[src/sv/sktl_pkg.sv]
package sktl_pkg;

	localparam int ENTRIES = 32;
	localparam int IDX_W   = $clog2(ENTRIES);
	localparam int CNT_W   = $clog2(ENTRIES + 1);
	localparam int KEY_W   = 32;
	localparam int POS_W   = 5;

	typedef enum logic [3:0] {
		ST_IDLE,
		ST_SRT_RDS,
		ST_SRT_CAPS,
		ST_SRT_RDI,
		ST_SRT_CMPI,
		ST_SRT_WRA,
		ST_SRT_WRB,
		ST_Q_RD,
		ST_Q_CMP,
		ST_Q_DONE
	} state_t;

	typedef struct packed {
		logic ld;
		logic ld_last;
		logic q_start;
		logic rd_s;
		logic cap_s;
		logic rd_i;
		logic cmp_i;
		logic wr_a;
		logic wr_b;
		logic q_rd;
		logic q_cmp;
		logic q_out;
	} cmd_t;

	typedef struct packed {
		logic sort_more;
		logic scan_more;
		logic q_live;
		logic q_hit;
		logic out_free;
	} status_t;

endpackage

[src/sv/sktl_ctrl.sv]
module sktl_ctrl
	import sktl_pkg::*;
(
	input  logic    clk,
	input  logic    arst_n,
	input  logic    in_valid,
	input  logic    kind,
	input  logic    last_load,
	input  status_t sts,
	output logic    in_ready,
	output cmd_t    cmd
);

	state_t state_q;
	state_t state_d;
	logic   take;

	assign in_ready = (state_q == ST_IDLE);
	assign take     = in_valid && in_ready;

	always_ff @(posedge clk or negedge arst_n) begin
		if (!arst_n) begin
			state_q <= ST_IDLE;
		end else begin
			state_q <= state_d;
		end
	end

	always_comb begin
		state_d = state_q;
		unique case (state_q)
			ST_IDLE: begin
				if (take) begin
					if (kind) begin
						state_d = ST_Q_RD;
					end else if (last_load) begin
						state_d = ST_SRT_RDS;
					end
				end
			end
			ST_SRT_RDS:  state_d = sts.sort_more ? ST_SRT_CAPS : ST_IDLE;
			ST_SRT_CAPS: state_d = ST_SRT_RDI;
			ST_SRT_RDI:  state_d = ST_SRT_CMPI;
			ST_SRT_CMPI: state_d = sts.scan_more ? ST_SRT_RDI : ST_SRT_WRA;
			ST_SRT_WRA:  state_d = ST_SRT_WRB;
			ST_SRT_WRB:  state_d = ST_SRT_RDS;
			ST_Q_RD:     state_d = sts.q_live ? ST_Q_CMP : ST_Q_DONE;
			ST_Q_CMP:    state_d = sts.q_hit ? ST_Q_DONE : ST_Q_RD;
			ST_Q_DONE:   state_d = sts.out_free ? ST_IDLE : ST_Q_DONE;
			default:     state_d = ST_IDLE;
		endcase
	end

	always_comb begin
		cmd = '0;
		unique case (state_q)
			ST_IDLE: begin
				cmd.ld      = take && !kind;
				cmd.ld_last = take && !kind && last_load;
				cmd.q_start = take && kind;
			end
			ST_SRT_RDS:  cmd.rd_s  = sts.sort_more;
			ST_SRT_CAPS: cmd.cap_s = 1'b1;
			ST_SRT_RDI:  cmd.rd_i  = 1'b1;
			ST_SRT_CMPI: cmd.cmp_i = 1'b1;
			ST_SRT_WRA:  cmd.wr_a  = 1'b1;
			ST_SRT_WRB:  cmd.wr_b  = 1'b1;
			ST_Q_RD:     cmd.q_rd  = sts.q_live;
			ST_Q_CMP:    cmd.q_cmp = 1'b1;
			ST_Q_DONE:   cmd.q_out = sts.out_free;
			default:     cmd = '0;
		endcase
	end

endmodule

[src/sv/sktl_datapath.sv]
module sktl_datapath
	import sktl_pkg::*;
(
	input  logic              clk,
	input  logic              arst_n,
	input  cmd_t              cmd,
	input  logic signed [31:0] key,
	input  logic              out_ready,
	output status_t           sts,
	output logic              out_valid,
	output logic              found,
	output logic [4:0]        position,
	output logic              overflowed
);

	logic [KEY_W-1:0] mem [ENTRIES];
	logic [KEY_W-1:0] rdata_q;

	logic [CNT_W-1:0] count_q;
	logic             phase_q;
	logic             ovf_q;
	logic             out_valid_q;

	logic [IDX_W-1:0] s_q;
	logic [IDX_W-1:0] i_q;
	logic [IDX_W-1:0] mi_q;
	logic [KEY_W-1:0] min_q;
	logic [KEY_W-1:0] sval_q;

	logic [KEY_W-1:0] target_q;
	logic [CNT_W-1:0] lo_q;
	logic [CNT_W-1:0] hx_q;
	logic [IDX_W-1:0] mid_q;
	logic             hit_q;
	logic [IDX_W-1:0] pos_q;
	logic             found_q;
	logic [POS_W-1:0] position_q;
	logic             ovf_out_q;

	logic [CNT_W-1:0] base;
	logic             room;
	logic [CNT_W:0]   mid_sum;
	logic [IDX_W-1:0] mid;
	logic [IDX_W-1:0] raddr;
	logic             we;
	logic [IDX_W-1:0] waddr;
	logic [KEY_W-1:0] wdata;

	assign base    = phase_q ? '0 : count_q;
	assign room    = base < CNT_W'(ENTRIES);
	assign mid_sum = {1'b0, lo_q} + {1'b0, hx_q} - (CNT_W + 1)'(1);
	assign mid     = mid_sum[IDX_W:1];

	assign sts.sort_more = (CNT_W'(s_q) + CNT_W'(1)) < count_q;
	assign sts.scan_more = (CNT_W'(i_q) + CNT_W'(1)) < count_q;
	assign sts.q_live    = lo_q < hx_q;
	assign sts.q_hit     = rdata_q == target_q;
	assign sts.out_free  = !out_valid_q || out_ready;

	always_comb begin
		raddr = mid;
		if (cmd.rd_s) begin
			raddr = s_q;
		end else if (cmd.rd_i) begin
			raddr = i_q;
		end
	end

	always_comb begin
		we    = 1'b0;
		waddr = s_q;
		wdata = min_q;
		if (cmd.ld) begin
			we    = room;
			waddr = base[IDX_W-1:0];
			wdata = key;
		end else if (cmd.wr_a) begin
			we    = 1'b1;
			waddr = mi_q;
			wdata = sval_q;
		end else if (cmd.wr_b) begin
			we = 1'b1;
		end
	end

	always_ff @(posedge clk) begin
		if (we) begin
			mem[waddr] <= wdata;
		end
		rdata_q <= mem[raddr];
	end

	always_ff @(posedge clk or negedge arst_n) begin
		if (!arst_n) begin
			count_q     <= '0;
			phase_q     <= 1'b0;
			ovf_q       <= 1'b0;
			out_valid_q <= 1'b0;
		end else begin
			if (cmd.ld) begin
				phase_q <= 1'b0;
				count_q <= room ? base + CNT_W'(1) : base;
				ovf_q   <= (ovf_q && !phase_q) || !room;
			end else if (cmd.q_start) begin
				phase_q <= 1'b1;
			end
			if (cmd.q_out) begin
				out_valid_q <= 1'b1;
			end else if (out_ready) begin
				out_valid_q <= 1'b0;
			end
		end
	end

	always_ff @(posedge clk) begin
		if (cmd.ld_last) begin
			s_q <= '0;
		end else if (cmd.wr_b) begin
			s_q <= s_q + IDX_W'(1);
		end
		if (cmd.cap_s) begin
			min_q  <= rdata_q;
			sval_q <= rdata_q;
			mi_q   <= s_q;
			i_q    <= s_q + IDX_W'(1);
		end else if (cmd.cmp_i) begin
			if ($signed(rdata_q) < $signed(min_q)) begin
				min_q <= rdata_q;
				mi_q  <= i_q;
			end
			i_q <= i_q + IDX_W'(1);
		end
		if (cmd.q_start) begin
			target_q <= key;
			lo_q     <= '0;
			hx_q     <= count_q;
			hit_q    <= 1'b0;
			pos_q    <= '0;
		end else if (cmd.q_rd) begin
			mid_q <= mid;
		end else if (cmd.q_cmp) begin
			if (rdata_q == target_q) begin
				hit_q <= 1'b1;
				pos_q <= mid_q;
			end else if ($signed(rdata_q) > $signed(target_q)) begin
				hx_q <= CNT_W'(mid_q);
			end else begin
				lo_q <= CNT_W'(mid_q) + CNT_W'(1);
			end
		end
		if (cmd.q_out) begin
			found_q    <= hit_q;
			position_q <= POS_W'(pos_q);
			ovf_out_q  <= ovf_q;
		end
	end

	assign out_valid  = out_valid_q;
	assign found      = found_q;
	assign position   = position_q;
	assign overflowed = ovf_out_q;

endmodule

[src/sv/sorted_key_table_lookup_unit.sv]
// sorted key table with lookup
// input channel (in_valid/in_ready): kind 0 loads key into the table, kind 1
// queries key; last_load on a load makes the block sort the table ascending.
// output channel (out_valid/out_ready): one item per query with found,
// position and overflowed; loads give no output item.
// a last load is followed by a selection sort over the key memory (one read
// port, one write port): per start slot a read, a capture, a read and compare
// per remaining key, then two writes for the swap; in_ready is low meanwhile.
// a query makes each probe of the binary search as a memory read, then a
// compare, and ends by placing its result in the output register.
// the result sits in an output register; loads are still taken while it
// waits, but a following query holds at its end until out_ready frees it.
// reset empties the table, clears the overflow flag and out_valid; key
// memory contents are not cleared and slots are read only once written.
module sorted_key_table_lookup_unit
	import sktl_pkg::*;
(
	input  logic               clk,
	input  logic               arst_n,
	input  logic               in_valid,
	output logic               in_ready,
	input  logic               kind,
	input  logic signed [31:0] key,
	input  logic               last_load,
	output logic               out_valid,
	input  logic               out_ready,
	output logic               found,
	output logic [4:0]         position,
	output logic               overflowed
);

	cmd_t    cmd;
	status_t sts;

	sktl_ctrl u_ctrl (
		.clk       (clk),
		.arst_n    (arst_n),
		.in_valid  (in_valid),
		.kind      (kind),
		.last_load (last_load),
		.sts       (sts),
		.in_ready  (in_ready),
		.cmd       (cmd)
	);

	sktl_datapath u_dp (
		.clk        (clk),
		.arst_n     (arst_n),
		.cmd        (cmd),
		.key        (key),
		.out_ready  (out_ready),
		.sts        (sts),
		.out_valid  (out_valid),
		.found      (found),
		.position   (position),
		.overflowed (overflowed)
	);

endmodule

[config.mk]
export PLATFORM = sky130hd
export DESIGN_NAME = sorted_key_table_lookup_unit
export DESIGN_NICKNAME = d
export VERILOG_FILES = /design/src/sv/sktl_pkg.sv /design/src/sv/sktl_ctrl.sv /design/src/sv/sktl_datapath.sv /design/src/sv/sorted_key_table_lookup_unit.sv
export SDC_FILE = /design/constraint.sdc
export NUM_CORES = 2
export LEC_CHECK = 0
export BUFFER_PORTS_ARGS = -buffer_cell sky130_fd_sc_hd__buf_4
export CORE_ASPECT_RATIO = 0.9
export CORE_MARGIN = 2
export CORE_UTILIZATION = 60
export DETAILED_ROUTE_END_ITERATION = 8
export PLACE_DENSITY = 0.77
export SETUP_SLACK_MARGIN = 0.02
export SLEW_MARGIN = 20
export SYNTH_ARGS = -nofsm -noshare
export SYNTH_HDL_FRONTEND = slang
export SYNTH_SLANG_ARGS = --single-unit
[constraint.sdc]
create_clock -name clk -period 5.4 [get_ports clk]
set_clock_uncertainty 0.1 [all_clocks]
set_input_delay 1.08 -clock clk [delete_from_list [all_inputs] [get_ports clk]]
set_output_delay 1.08 -clock clk [all_outputs]
set_load 0.01 [all_outputs]
Yosys cells after proc, flatten, opt, wreduce, memory -nomap -nowiden
Memory sizes are Yosys's and may differ from the RTL's. A register that Yosys moved wholly into a read port is not among the register bits. Index checks and enable logic that the tools add are counted.

Add/sub/neg operators: 8. $mul: 0. Divide/modulo/power cells: 0. Order comparisons: 6. Eq/ne operators: 14. Shift-type cells: 0. Mux-type cells: 49. Bitwise logic cells: 4. Reductions and logical operators: 24.

Operator list (count): 32-bit two-way mux (5); 5-bit two-way mux (9); 6-bit two-way mux (7); 4-bit one-hot mux with 10 select lines (1); 32-bit == test (1); 32-bit greater-than comparator (1); 32-bit less-than comparator (1); 4-bit two-way mux (5); 1-bit two-way mux (19); 5-bit by 1-bit adder with 6-bit output, second input constant (3); 6-bit less-than comparator (3); 4-bit by 3-bit == test with 1-bit output, second input constant (4); 2-bit nonzero test (6); 5-bit by 1-bit adder with 5-bit output, second input constant (2); 4-bit by 2-bit == test with 1-bit output, second input constant (2); 4-bit == test, second input constant (2); 4-bit AND reduction (2); 6-bit by 1-bit adder with 6-bit output, second input constant (1); 6-bit adder (1); 6-bit less-than comparator, second input constant (1); 3-bit two-way mux (2); 2-bit AND reduction (3); 6-bit by 1-bit subtractor with 6-bit output, second input constant (1); 1-bit logical AND (5); 10 further kinds (18).

Flip-flop bits (word level): 154. Latch bits: 0. Bits in writable memories: 1024. Bits in read-only memories: 0. Bits of input ports: 38. Output and inout port bits: 9. Logic and storage cells: 125. Memories: 1.

Memory list: u_dp.mem (words 32, width 32, read ports 1, clocked after memory_dff 1, write ports 1, line sktl_datapath.sv:16) `logic [KEY_W-1:0] mem [ENTRIES];`.

Depth between registers and ports, before layout
Depth after elaboration: 8. Mapped depth: 15. Depth with buffers taken out: 13.

By module
Synthesis repeated with hierarchy kept, for this count alone.

Cell total of the unflattened synthesis: 2950. Area total of the unflattened synthesis: 49949.2 µm².

By module, submodules not included: sktl_datapath (instances 1, cells each 2898, area an instance 49532.5 µm², seq. area each 35679.2 µm²); sktl_ctrl (instances 1, cells each 52, area an instance 416.6 µm², seq. area each 100.1 µm²).

Least setup slack after synthesis
Ideal clock, no wire load.

Kind: input to register. Start: in in_valid. End: mem u_dp.mem[0][0] (enable). Library setup time: 0.421 ns. Arrival time: 3.774 ns. Data required time: 4.879 ns. Path slack: 1.105 ns. Cell stages on the path: 6. Buffers on the path: 1. Path through: nand2_1 nor2_1 clkbuf_1 o21ai_1 or3_1 nor2_1.

Cells in the longest elaborated chain, start to end: 6. Elaborated cells between the ends (all ways): 7. Classes of those cells: mux (5); reduce/logical (2).

RTL lines: from (decl) (line sorted_key_table_lookup_unit.sv:20) `input logic in_valid,`; 1-bit logical AND (*) (line sktl_ctrl.sv:19) `assign take = in_valid && in_ready;`; 1-bit logical AND (*) (line sktl_ctrl.sv:58) `cmd.ld = take && !kind;`; 3-bit two-way mux (*) (line sktl_ctrl.sv:56) `unique case (state_q)`; 1-bit two-way mux (line sktl_datapath.sv:73) `if (cmd.ld) begin`; 1-bit two-way mux (line sktl_datapath.sv:87) `if (we) begin`; 1-bit two-way mux (implied by the code) (line sktl_datapath.sv:88) `mem[waddr] <= wdata;`; to (decl) (line sktl_datapath.sv:16).

Mark *: on every way between the ends. The rest lies on a longest branch, timed or not.

Final worst setup path
Start: reg u_dp.s_q[0]. End: reg u_dp.rdata_q[26], read port of u_dp.mem.

Cells in the longest elaborated chain, start to end: 4.

RTL lines: from (decl) (line sktl_datapath.sv:24) `logic [IDX_W-1:0] s_q;`; from (signal assigned) (line sktl_datapath.sv:119) `s_q <= s_q + IDX_W'(1);`; 5-bit by 1-bit adder with 6-bit output (line sktl_datapath.sv:54) `assign sts.sort_more = (CNT_W'(s_q) + CNT_W'(1)) < count_q;`; 6-bit less-than comparator (line sktl_datapath.sv:54); 1-bit two-way mux (line sktl_ctrl.sv:56); 5-bit two-way mux (*) (line sktl_datapath.sv:62) `if (cmd.rd_s) begin`; to (decl) (line sktl_datapath.sv:17) `logic [KEY_W-1:0] rdata_q;`.

Marked as above. A chain may end at the register's enable or synchronous reset.

==> run summary <==
grt total ovfl: 0
total CTS buffers: 113
Die Ht: 274 µm
Post-synth EDFFs: 1148
CP max stage delay: 620 ps
Top delay family on crit path: compound AO/OA/AOI/OAI gates
Worst Reg-to-Reg Cells: 14
Clock Tree Buf Depth: 3
Detailed Route Iter0 Violations: 4974
area delta synth->final: 13.3%
most frequent cells in the layout: edfxtp_1, nand2_1, a21oi_1
layout cells sized above 1: 12.6%
maximum clock rate: 0.215 GHz
crit path DAT: 5090 ps
Placed Instances: 4529
initial antenna violation count: 1
number of port buffers: 46
Final period util: 86.3%
worst reg-to-reg setup slack: 740 ps
Slowest-stage cell, CP: nor4_1
critical path required time: 5830 ps
register area share after synthesis: 73.6%
detailed placement HPWL: 71.9 mm
Die Area: 0.0833 mm²
Final Hold Fails: 0
CTS H-tree lvls: 3
endpoints failing setup: 0
fin crit period: 4660 ps
Setup TNS: 0 ps
Core Box Area: 0.0806 mm²
DRC: 0
Syn Nets: 3645
Tot GR Track Use: 29.9%
Setup crit end kind: flip-flop
Top Ports: 47
Cell Area, Placed: 0.0511 mm²
share of flip-flops with an asynchronous set or reset: 1.07%
post-DR vias/cell: 6.58
actual slew at the worst max-slew pin: 1030 ps
post-synth cell types: 57
vias: 31228
Initial Utilization: 60.3%
ANT cells: 0
CP Cell Sequence: ha_1, xor2_1, ha_1, a21o_1, a31oi_1, o2111ai_1, buf_4, mux2i_4, buf_12, buf_4, nand2_1, a32oi_1, o22ai_1, nor4_1
Buf/Inv on CP: 3
fillers: 5110
Resize count post-CTS: 0
post-synthesis register bit count: 1210
post-CTS setup buffer count: 0
max_slew headroom: 30.8%
RSZ-0062 raised after global routing: no
drt first pass iters: 6
Synth warnings: 0
chip width: 304 µm
GPL Wtd Cong: 0.849
CTS tree: done
maxcap violations: 0
Hold Buf Count CTS: 0
clock slew at reported path FFs: 70 ps
vias in the first global route: 29640
Cells after Synth: 3516
Max Slew Vio Count: 0
first-pass GRT wire length: 185 mm
status: finished clean
number of clock sinks: 1210
Synth Cell Area: 0.0486 mm²
ANT nets after route: 0
Worst R2R Start: u_dp.s_q[0]
Synth Area per Inst: 13.8 µm²
Layout Nets: 3713
num rows: 99
startpoint types: flip-flop
largest net degree at the start of global routing: 146
ys flop type: edfxtp_1
worst-skew pair later-pin latency: 700 ps
worst hold path class: in2async
Non-Filler Instances: 4744
CP max FO: 71
WL/cell: 26.6 µm
most common cell after layout, fill and taps aside: edfxtp_1
final hold slack: 132 ps
crit path kind: reg2reg
reg-to-reg critical path endpoint: u_dp.rdata_q[26]
drt total wl: 126 mm
cell area after layout: 0.0551 mm²
CTS Root Cell: clkbuf_16
-- kinds of logic after synthesis --
group | count (synthesis) | synth area share [%]
multiplexers | 71 | 1.55
AO/OA/AOI/OAI | 788 | 10.7
flip-flops | 1210 | 73.6
AND/OR/NAND/NOR | 1029 | 8.78
adder cells (fa/ha/maj) | 91 | 2.36
buffers and inverters | 311 | 2.77
XOR/XNOR | 16 | 0.288
-- layout make-up --
| cell class | count | area [µm²] | share of cell area [%] |
|---|---|---|---|
| flip-flops and latches | 1210 | 35800 | 65.0 |
| multi-input cells | 1995 | 12000 | 21.8 |
| repair buffers | 172 | 1730 | 3.14 |
| well taps | 1060 | 1330 | 2.41 |
| clock inverters | 68 | 810 | 1.47 |
| inverters | 92 | 345 | 0.627 |
| clock buffers | 147 | 3100 | 5.62 |
-- per-layer routing --
metal / GRT usage (%) / wire, µm / vias to the layer above
met5: 0 / 0 / -
met4: 10.5 / 4490 / 0
met3: 6.52 / 16400 / 308
met2: 45.8 / 57000 / 2117
met1: 42.9 / 48100 / 15329
li1: - / - / 13474
-- flip-flops by register name, summed over array words and instances (netlist names), 6 cells and up --
name and flops:
u_dp.lo_q 6, u_dp.mem 1024, u_dp.target_q 32, u_dp.min_q 32, u_dp.sval_q 32, u_dp.hx_q 6, u_dp.rdata_q 32, u_dp.count_q 6
-- worst max-delay path by stage --
stage,startpoint,endpoint,slack (ps),depth (start not counted)
2_1_floorplan,in_valid,u_dp.mem[0][0],1100,6
3_3_place_gp,in_valid,u_dp.mem[9][31],900,8
3_5_place_dp,in_valid,u_dp.mem[9][31],820,8
4_1_cts,u_dp.s_q[0],u_dp.rdata_q[26],930,14
5_1_grt,u_ctrl.state_q[0],u_dp.mem[9][28],640,8
6_report,u_dp.s_q[0],u_dp.rdata_q[26],740,14
-- metrics by stage --
step	setup WS, ps	utilization, %
floorplan	1100	-
global placement	896	63.4
detailed placement	819	63.4
CTS	931	68.3
global route	636	68.3
finish	740	68.3
-- cell usage after synthesis (3+ instances only) --
cell type	n	share of area [%]
buf_4	6	0.093
a21o_1	23	0.36
a211oi_1	4	0.062
a31oi_1	4	0.051
dfrtp_1	13	0.67
inv_1	91	0.70
xor2_1	9	0.16
o31ai_1	3	0.046
nor4_2	20	0.51
buf_1	18	0.14
buf_6	3	0.069
a32oi_1	256	4.6
mux2_2	15	0.35
nand3b_1	3	0.046
clkbuf_1	85	0.66
nand2b_1	9	0.12
nor3_1	6	0.062
nand4_1	15	0.19
nand2_1	850	6.6
nor2_1	69	0.53
o21ai_0	61	0.63
dfxtp_1	49	2.0
o21ai_1	3	0.031
xnor2_1	7	0.13
o22ai_1	129	1.7
and3_1	3	0.039
nand3_1	17	0.17
nor4_1	14	0.18
buf_2	107	1.1
or3_1	5	0.064
nor2b_1	7	0.090
ha_1	90	2.3
mux2i_1	53	1.1
a221oi_1	3	0.054
a21oi_1	292	3.0
edfxtp_1	1148	71
Power is not shown: default switching activity piles up to over one toggle a cycle in this logic, so the estimate is an artifact.
